===== config.mk =====
export PLATFORM = sky130hd
export DESIGN_NAME = ttc_cdiv
export DESIGN_NICKNAME = d
export VERILOG_FILES = /design/src/hw/rtl/ttc_udiv.sv
export SDC_FILE = /design/constraint.sdc
export NUM_CORES = 1
export LEC_CHECK = 0
export BUFFER_PORTS_ARGS = -buffer_cell sky130_fd_sc_hd__buf_2
export CAP_MARGIN = 5
export CORE_MARGIN = 10
export CORE_UTILIZATION = 45
export CTS_BUF_LIST = sky130_fd_sc_hd__clkbuf_8 sky130_fd_sc_hd__clkbuf_16
export DETAILED_ROUTE_END_ITERATION = 16
export GPL_TIMING_DRIVEN = 0
export PLACE_DENSITY = 0.78
export RECOVER_POWER = 50
export SLEW_MARGIN = 20
export SYNTH_ARGS = -nofsm -noshare
export SYNTH_HDL_FRONTEND = slang
export SYNTH_SLANG_ARGS = --single-unit
export TNS_END_PERCENT = 30

===== constraint.sdc =====
create_clock -name clk -period 0.8 [get_ports clk]
set_input_delay 0.16 -clock clk [delete_from_list [all_inputs] [get_ports clk]]
set_output_delay 0.16 -clock clk [all_outputs]
set_load 0.05 [all_outputs]

===== src/hw/rtl/ttc_udiv.sv =====
`timescale 1ns / 1ps


// Divide by a constant: multiply by the rounded-up reciprocal RECIP and drop
// SH bits. The product comes from four partial products of at most 18 by 21
// bits, summed over two more stages.
module ttc_cdiv #(
  parameter int          NW    = 35,
  parameter logic [41:0] RECIP = 42'd1,
  parameter int          SH    = 0,
  parameter int          SW    = 1
) (
  input  logic          clk,
  input  logic          rst,
  input  logic          en,
  input  logic          in_valid,
  input  logic [NW-1:0] in_num,
  input  logic [SW-1:0] in_side,
  output logic          out_valid,
  output logic [NW-1:0] out_quo,
  output logic [SW-1:0] out_side
);

  logic [35:0]   xn;
  logic          va;
  logic          vb;
  logic [SW-1:0] sa;
  logic [SW-1:0] sb;
  logic [38:0]   pp_hh;
  logic [38:0]   pp_hl;
  logic [38:0]   pp_lh;
  logic [38:0]   pp_ll;
  logic [59:0]   s_hi;
  logic [59:0]   s_lo;
  logic [77:0]   tot;
  logic [77:0]   sc;

  assign xn = 36'(in_num);

  // Partial products of numerator and reciprocal halves
  always_ff @(posedge clk) begin
    if (rst) begin
      va <= 1'b0;
    end else if (en) begin
      va <= in_valid;
    end
    if (en) begin
      pp_hh <= xn[35:18] * RECIP[41:21];
      pp_hl <= xn[35:18] * RECIP[20:0];
      pp_lh <= xn[17:0] * RECIP[41:21];
      pp_ll <= xn[17:0] * RECIP[20:0];
      sa    <= in_side;
    end
  end

  // Combine into the two numerator-half products
  always_ff @(posedge clk) begin
    if (rst) begin
      vb <= 1'b0;
    end else if (en) begin
      vb <= va;
    end
    if (en) begin
      s_hi <= (60'(pp_hh) << 21) + 60'(pp_hl);
      s_lo <= (60'(pp_lh) << 21) + 60'(pp_ll);
      sb   <= sa;
    end
  end

  // Final sum and shift
  assign tot = (78'(s_hi) << 18) + 78'(s_lo);
  assign sc  = tot >> SH;

  always_ff @(posedge clk) begin
    if (rst) begin
      out_valid <= 1'b0;
    end else if (en) begin
      out_valid <= vb;
    end
    if (en) begin
      out_quo  <= sc[NW-1:0];
      out_side <= sb;
    end
  end

endmodule


==> results.ini <==
[run_status]
status = complete, but fails checks
violations = negative setup slack

[critical_path]
critPathCaptureType = primary output
r2r_setup_slack_ns = 0.15
cpMaxStageDelayCell = edfxtp_1
slowest_delay_ns = 0.42
crit_path_cell_trace = buf_6
cp.buffers_inverters = 1
r2r_cells = 0
crit_fanout = 1
path_delay_family = flip-flops
critPathRequiredTime_ns = 0.64
timing.rr.start = s_lo[10]
critPathLaunch = out_quo[19]
worst_setup_path_start_kind = register
r2r_end = out_quo[10]
cp_data_arrival_time_ns = 0.94
path_class = register to primary output

[cells_and_area]
layout.nets = 282
area_growth_pct = 40.0
n_antenna_cell = 0
fin_util = 0.645
stdcell_count = 346
layout_common_cells = 108 x edfxtp_1, 38 x buf_2, 37 x dlygate4sd3_1, 36 x buf_6, 9 x clkbuf_8
layout-drive-gt1-share = 0.372
layout_commonest_cell = edfxtp_1
fillers = 522

[timing]
rsz0062_at_grt = true
slew_headroom = 0.548
min_period_over_period = 1.38
slew_viol_final = 0
fin_crit_ns = 1.10
fin_ws_ns = -0.304
setup_viol = 101
fmax_ghz = 0.906
tightest_slew_ns = 0.678
hold_slack_ns = 0.0760
skew_ns = 0.00926
hold_viol = 0

[die]
die_w_um = 106
die_area_mm2 = 0.0113
num_io_pins = 77
die_h_um = 106
coreArea_mm2 = 0.00725
start_util = 0.461
num_rows = 31

[clock_tree]
cts_made_buffers = 9
cts_setup_buffers = 0
htreeDepth = 3
clock_latency_ns = 0.35
root_buffer = clkbuf_8
cts_tree = yes
clkTransAtPathRegs_ns = 0.09
clkSinkCount = 111
cts_buffer_depth = 2

[placed_design]
gp_congestion = 0.641
dp.cells = 293
io_buffers = 76
place_ws_ns = -0.444

[routing]
wl_per_cell_um = 14.3
wl_um = 4960
drcViolationCount = 0
via_count = 1468
first_iter_violations = 44
drt_pass1_iterations = 4
routed_via_density = 4.24
drtAntennaViolNets = 0

[grt]
grt_first_pass_wirelength_um = 7680
gr-total-overflow = 0
grt_util_met1 = 0.0979
gr-usage-met2 = 0.146
grt_use_met3 = 0.0260
grt_usage = 0.0881
antenna_found_initial = 0
grt_start_max_net_pins = 65
grt_pass1_vias = 1514
grt.busiest_layer = met2

[hold_path]
hp-class = input pin to register
worstHoldStart = in_valid
worst_hold_path.num_cells = 3
whs_endpoint = va

[pwr]
ir_drop_uv = 1410
p_per_area_mw_per_mm2 = 2380
p_leak_uw = 0.00175

[synthesis]
synth_nets = 157
yosysWarnings = 0
netlist_area_mm2 = 0.00334
synthCells = 117
yosysSeqAreaShare = 0.988
synth-seq-cells = 111
syn_avg_cell_area_um2 = 28.6
yosys.cell_types.count = 4

[run]
max-cap-violations = 0

[synth_stat cells]
cell type | instances | area (µm²)
dfxtp_1 | 3 | 60.1
edfxtp_1 | 108 | 3240
mux2i_1 | 3 | 30.0
nor2_1 | 3 | 11.3
[timing repair]
action                                 CTS  global route
endpoints found under the hold margin   39             0
setup endpoints to repair              101            95
gates resized for setup                 76             1
hold buffers                            37             0
[worst max path at each step]
stage	endpoint	slack [ns]	depth (start not counted)
global route	out_quo[19]	-0.34	1
global placement	vb	-1.51	3
floorplan	out_quo[0]	0.04	0
finish	out_quo[19]	-0.30	1
detailed placement	s_lo[17]	-0.44	2
CTS	out_quo[7]	-0.32	1
[metal layers]
layer | up-vias | wire (µm)
li1 | 718 | -
met1 | 696 | 2010
met2 | 46 | 2580
met3 | 8 | 267
met4 | 0 | 111
met5 | - | 0
[kinds of logic after synthesis]
logic type / after synthesis / share of synthesized area
flops: 111 / 0.988
mux: 3 / 0.00898
simple gates: 3 / 0.00337
[area by class of cell]
type | count | area (µm²) | share of cell area
repair buffers | 114 | 1020 | 0.217
flip-flops and latches | 111 | 3300 | 0.706
multi-input cells | 6 | 41.3 | 0.00882
clock buffers | 9 | 124 | 0.0265
clock inverters | 7 | 71.3 | 0.0152
well taps | 99 | 124 | 0.0265
[through the flow]
stage                     area, µm²  TNS [ns]  power (µW)
final                          4680    -25.50       11200
after global routing           4680    -31.47       11600
after CTS                      4690    -10.62       11300
after detailed placement       3880    -33.37        7800
after global placement         3850   -161.73        7760
after floorplan                3350         0        7440
[sequential cells by signal, indices dropped and copies added (netlist names)]
name and cells:
out_quo 35, pp_ll 18, s_lo 18, pp_hl 17, s_hi 17, out_side 1
out_valid 1, sa 1, sb 1, va 1, vb 1
[report_power, final]
| group | leakage (µW) | internal [µW] | switching, µW |
|---|---|---|---|
| logic | 0.000569 | 406 | 590 |
| registers | 0.00108 | 6840 | 115 |
| clock network | 0.0000991 | 1460 | 1750 |
| total | 0.00175 | 8700 | 2460 |
(Power assumes the default switching activity.)
