**config.mk**
```make
export PLATFORM = sky130hd
export DESIGN_NAME = ttc_udiv
export DESIGN_NICKNAME = d
export VERILOG_FILES = /design/src/hw/rtl/ttc_pkg.sv /design/src/hw/rtl/ttc_udiv.sv
export SDC_FILE = /design/constraint.sdc
export NUM_CORES = 2
export LEC_CHECK = 0
export BUFFER_PORTS_ARGS = -buffer_cell sky130_fd_sc_hd__buf_2
export CAP_MARGIN = 25
export CORE_UTILIZATION = 50
export DETAILED_ROUTE_END_ITERATION = 7
export HOLD_SLACK_MARGIN = 0.05
export PLACE_DENSITY_LB_ADDON = 0.3
export SYNTH_ARGS = -nofsm -noshare
export SYNTH_HDL_FRONTEND = slang
export SYNTH_SLANG_ARGS = --single-unit
```
**constraint.sdc**
```tcl
create_clock -name clk -period 2.2 [get_ports clk]
set_clock_uncertainty 0.05 [all_clocks]
set_input_delay 0.11 -clock clk [delete_from_list [all_inputs] [get_ports clk]]
set_output_delay 0.11 -clock clk [all_outputs]
set_load 0.005 [all_outputs]
```
**src/hw/rtl/ttc_pkg.sv**
```systemverilog
`timescale 1ns / 1ps
package ttc_pkg;

  // Fixed point formats
  localparam int LOG_FRAC = 24;   // fraction bits of a log2 value
  localparam int MANT_W   = 31;   // Q1.30 mantissa
  localparam int KEL_W    = 26;   // Kelvin in Q10.16

  localparam logic [KEL_W-1:0] KELVIN_MAX = 26'h3FFFFFF;
  localparam logic [KEL_W-1:0] K298_Q16   = 26'd19539722;
  localparam logic [KEL_W-1:0] K273_Q16   = 26'd17901158;

  // Celsius output saturation limits
  localparam int OUT_MAX = 131071;
  localparam int OUT_MIN = -131072;

  // Rounded-up reciprocals: floor(x / d) equals (x * RECIP) >> SH for every
  // numerator below 2^SH
  localparam logic [41:0] RECIP5     = 42'd54975581389;
  localparam int          RECIP5_SH  = 38;
  localparam logic [41:0] RECIP19    = 42'd1851809057307;
  localparam int          RECIP19_SH = 45;

  typedef enum logic [1:0] {
    CFG_PTAT   = 2'd0,
    CFG_SLOPE  = 2'd1,
    CFG_OFFSET = 2'd2,
    CFG_GAIN   = 2'd3
  } cfg_idx_t;

endpackage

```
**src/hw/rtl/ttc_udiv.sv**
```systemverilog
`timescale 1ns / 1ps
module ttc_udiv #(
  parameter int NW = 32,
  parameter int DW = 10,
  parameter int SW = 1
) (
  input  logic          clk,
  input  logic          rst,
  input  logic          en,
  input  logic          in_valid,
  input  logic [NW-1:0] in_num,
  input  logic [DW-1:0] in_den,
  input  logic [SW-1:0] in_side,
  output logic          out_valid,
  output logic [NW-1:0] out_quo,
  output logic [SW-1:0] out_side
);
  import ttc_pkg::*;

  logic          v  [0:NW-1];
  logic [DW-1:0] r  [0:NW-1];
  logic [NW-1:0] q  [0:NW-1];
  logic [DW-1:0] d  [0:NW-1];
  logic [SW-1:0] sd [0:NW-1];

  // Restoring division, one quotient bit per stage; the numerator shifts
  // out at the top while quotient bits shift in at the bottom
  for (genvar i = 0; i < NW; i++) begin : g_st
    logic          pv;
    logic [DW-1:0] pr;
    logic [NW-1:0] pq;
    logic [DW-1:0] pd;
    logic [SW-1:0] ps;
    logic [DW:0]   trial;
    logic [DW:0]   diff;
    logic          ge;

    if (i == 0) begin : g_first
      assign pv = in_valid;
      assign pr = '0;
      assign pq = in_num;
      assign pd = in_den;
      assign ps = in_side;
    end else begin : g_next
      assign pv = v[i-1];
      assign pr = r[i-1];
      assign pq = q[i-1];
      assign pd = d[i-1];
      assign ps = sd[i-1];
    end

    assign trial = {pr, pq[NW-1]};
    assign diff  = trial - {1'b0, pd};
    assign ge    = trial >= {1'b0, pd};

    always_ff @(posedge clk) begin
      if (rst) begin
        v[i] <= 1'b0;
      end else if (en) begin
        v[i] <= pv;
      end
      if (en) begin
        r[i]  <= ge ? diff[DW-1:0] : trial[DW-1:0];
        q[i]  <= {pq[NW-2:0], ge};
        d[i]  <= pd;
        sd[i] <= ps;
      end
    end
  end

  assign out_valid = v[NW-1];
  assign out_quo   = q[NW-1];
  assign out_side  = sd[NW-1];

endmodule


```
==> results.sh <==
export IMPL_clk_transition_reported_paths_ps=60
export IMPL_holdWs_ps=181.1
export IMPL_syn_nets=4443
export IMPL_syn_inst=4054
export IMPL_relSlewSlack=0.4810
export IMPL_clock_latency_ps=830
export IMPL_route_detailed_drc=0
export IMPL_drv_cap=0
export IMPL_violations="setup timing"
export IMPL_crit_path_start="q[5][31]"
export IMPL_vdd_drop_max_uv=869.7
export IMPL_r2r_end="r[1][58]"
export IMPL_cts_buffer_depth=3
export IMPL_end_kind="register"
export IMPL_grt_pass1_wl_um=209600
export IMPL_ant_nets=0
export IMPL_grt_usage=0.1873
export IMPL_yosysUniqueCellTypes=42
export IMPL_yosys_area_top_type="edfxtp_1"
export IMPL_status="complete, but fails checks"
export IMPL_required_ps=2680
export IMPL_reg2reg_depth=9
export IMPL_synth_area_leaders="edfxtp_1, ha_1, mux2_4"
export IMPL_io_buffers=80
export IMPL_via_count=39350
export IMPL_wl_um=138200
export IMPL_antenna_found_initial=0
export IMPL_yosysSeqAreaShare=0.7303
export IMPL_wire_per_inst_um=17.54
export IMPL_hpwl_um=82390
export IMPL_powerDensity_mw_per_mm2=1300
export IMPL_h_tree_depth=4
export IMPL_drive_above_1_share=0.4966
export IMPL_die_w_um=376.8
export IMPL_cts_tree="built"
export IMPL_die_area_mm2=0.1420
export IMPL_hold_path_depth=4
export IMPL_synth_async_reset_ratio=0
export IMPL_finalPower_mw=126.3
export IMPL_worst_pin_slew_ps=778.6
export IMPL_fmax_mhz=414.8
export IMPL_synth_warnings=0
export IMPL_synth_avg_cell_area_um2=17.32
export IMPL_synth_top_area_share=0.7303
export IMPL_globalplace_congestion=0.8524
export IMPL_syn_area_mm2=0.07023
export IMPL_finalSetupTns_ps=-11370
export IMPL_die_y_um=376.8
export IMPL_startpoint_type="register"
export IMPL_maxSlewViolCount=0
export IMPL_fin_crit_ps=2411
export IMPL_rows=137
export IMPL_synth_edf_count=1708
export IMPL_min_from="in_den[7]"
export IMPL_synth_most_common_cell="edfxtp_1"
export IMPL_first_global_vias=40460
export IMPL_final_nets=6250
export IMPL_via_per_inst=4.994
export IMPL_overflow=0
export IMPL_drt_initial_drc_count=2072
export IMPL_post_place_ws_ps=-263.7
export IMPL_initial_core_util=0.5040
export IMPL_cts_inserted_buffers=171
export IMPL_clock_root_buffer="clkbuf_16"
export IMPL_fillers=8591
export IMPL_ys_seq_elements=1708
export IMPL_hold_class="in2reg"
export IMPL_final_setup_viol_count=188
export IMPL_grt_start_max_net_pins=80
export IMPL_cts_sinks=1708
export IMPL_leakagePower_nw=38.15
export IMPL_netlist_top_cells_count="edfxtp_1, inv_1, ha_1"
export IMPL_final_setup_worst_slack_ps=-210.9
export IMPL_regToRegSetupSlack_ps=-210
export IMPL_min_period_over_period=1.096
export IMPL_arrival_ps=2890
export IMPL_core_mm2=0.1394
export IMPL_hold_viol=0
export IMPL_rsz0062_at_grt="true"
export IMPL_io_pins=81
export IMPL_worstSetupPathType="reg2reg"
export IMPL_area_delta_synth_final_pct=38.26
export IMPL_reg2reg_from="q[5][31]"
export IMPL_holdPathEnd="r[0][3]"
export IMPL_antenna_cells=0
export IMPL_critPathMaxFanout=2
export IMPL_synth_ff_type="edfxtp_1"
export IMPL_drtPass1Iterations=5
## cell families (layout without fill, tap and decap cells)
family                     count (synthesis)  count (layout)  synth area share
DFF                                     1708            1708            0.7303
AOI/OAI and AO/OA                        589             589           0.06346
and+or+nand+nor                          526             526           0.03900
buffers and inverters                    408            2357           0.02287
adders and majority gates                342             342           0.06413
muxes                                    270             270           0.05398
xor gates and xnor gates                 211             211           0.02631
## metrics by stage
step | cell area, um2 | std cells | util
2_1_floorplan | 70490 | 4054 | -
3_3_place_gp | 81470 | 7061 | 0.5846
3_5_place_dp | 81470 | 7061 | 0.5846
4_1_cts | 93540 | 7725 | 0.6712
5_1_grt | 97110 | 7879 | 0.6968
6_report | 97110 | 7879 | 0.6968
## layer usage
layer	track usage	wire (um)	up-vias
met5	0	0	-
met4	0.07087	3987	0
met3	0.02808	3824	238
met2	0.3328	73080	575
met1	0.2300	57320	19460
li1	-	-	19080
## worst max path at each step
stage / cells past startpoint / endpoint / slack, ps
2_1_floorplan: 9 / r[0][108] / 6
3_3_place_gp: 7 / r[0][127] / -230
3_5_place_dp: 9 / r[1][148] / -260
4_1_cts: 9 / r[1][98] / -140
5_1_grt: 9 / r[1][58] / -280
6_report: 9 / r[1][58] / -210
## cell usage in the layout, fill, tap and decap left out, drive strengths merged, types with 31 or more instances in the layout
cell and n:
o21ai 61, inv 401, nand2 151, mux2 240, o211ai 31, xnor2 150
a21oi 162, a211oi 61, edfxtp 1708, xor2 61, clkinv 90, nor4 64
o21a 60, nor2 94, ha 312, a21o 65, nor2b 34, clkbuf 198
nand3 62, o31ai 31, dlygate4sd3 91, and2 33, buf 1544
## flip-flops by register name (all words and copies together) (netlist names)
register,count
q,1024
v,32
sd,32
r,310
d,310
## where the power goes
part	total (mW)	internal (mW)	switching (mW)
Clock	29.4	17.0	12.4
Sequential	45.8	42.5	3.25
Combinational	51.1	30.1	21.0
Total	126	89.6	36.7
## worst max-delay path, cell delays in order (launching register included)
cell and delay [ps]:
edfxtp_1 370, inv_2 90, ha_4 140, inv_2 40, fa_2 380, a211oi_2 280
o21bai_2 140, a221oi_2 260, xnor2_1 110, mux2_4 260
## final cells by class
class | instances | area, um2 | area share
flip-flops and latches | 1708 | 51290 | 0.5282
multi-input cells | 1938 | 22990 | 0.2368
repair buffers | 1635 | 12940 | 0.1332
clock buffers | 198 | 4444 | 0.04577
well taps | 1876 | 2347 | 0.02417
inverters | 404 | 1732 | 0.01783
clock inverters | 117 | 1335 | 0.01375
repair inverters | 3 | 26.28 | 0.0002706
## timing repair
item,CTS,global route
endpoints found under the hold margin,672,0
pin swaps,330,302
cloned,3,0
endpoints found under the setup margin,289,299
hold buffers,91,0
gates resized for setup,629,469
setup buffers,261,182
Note: power is estimated with default switching activity, not from simulation.
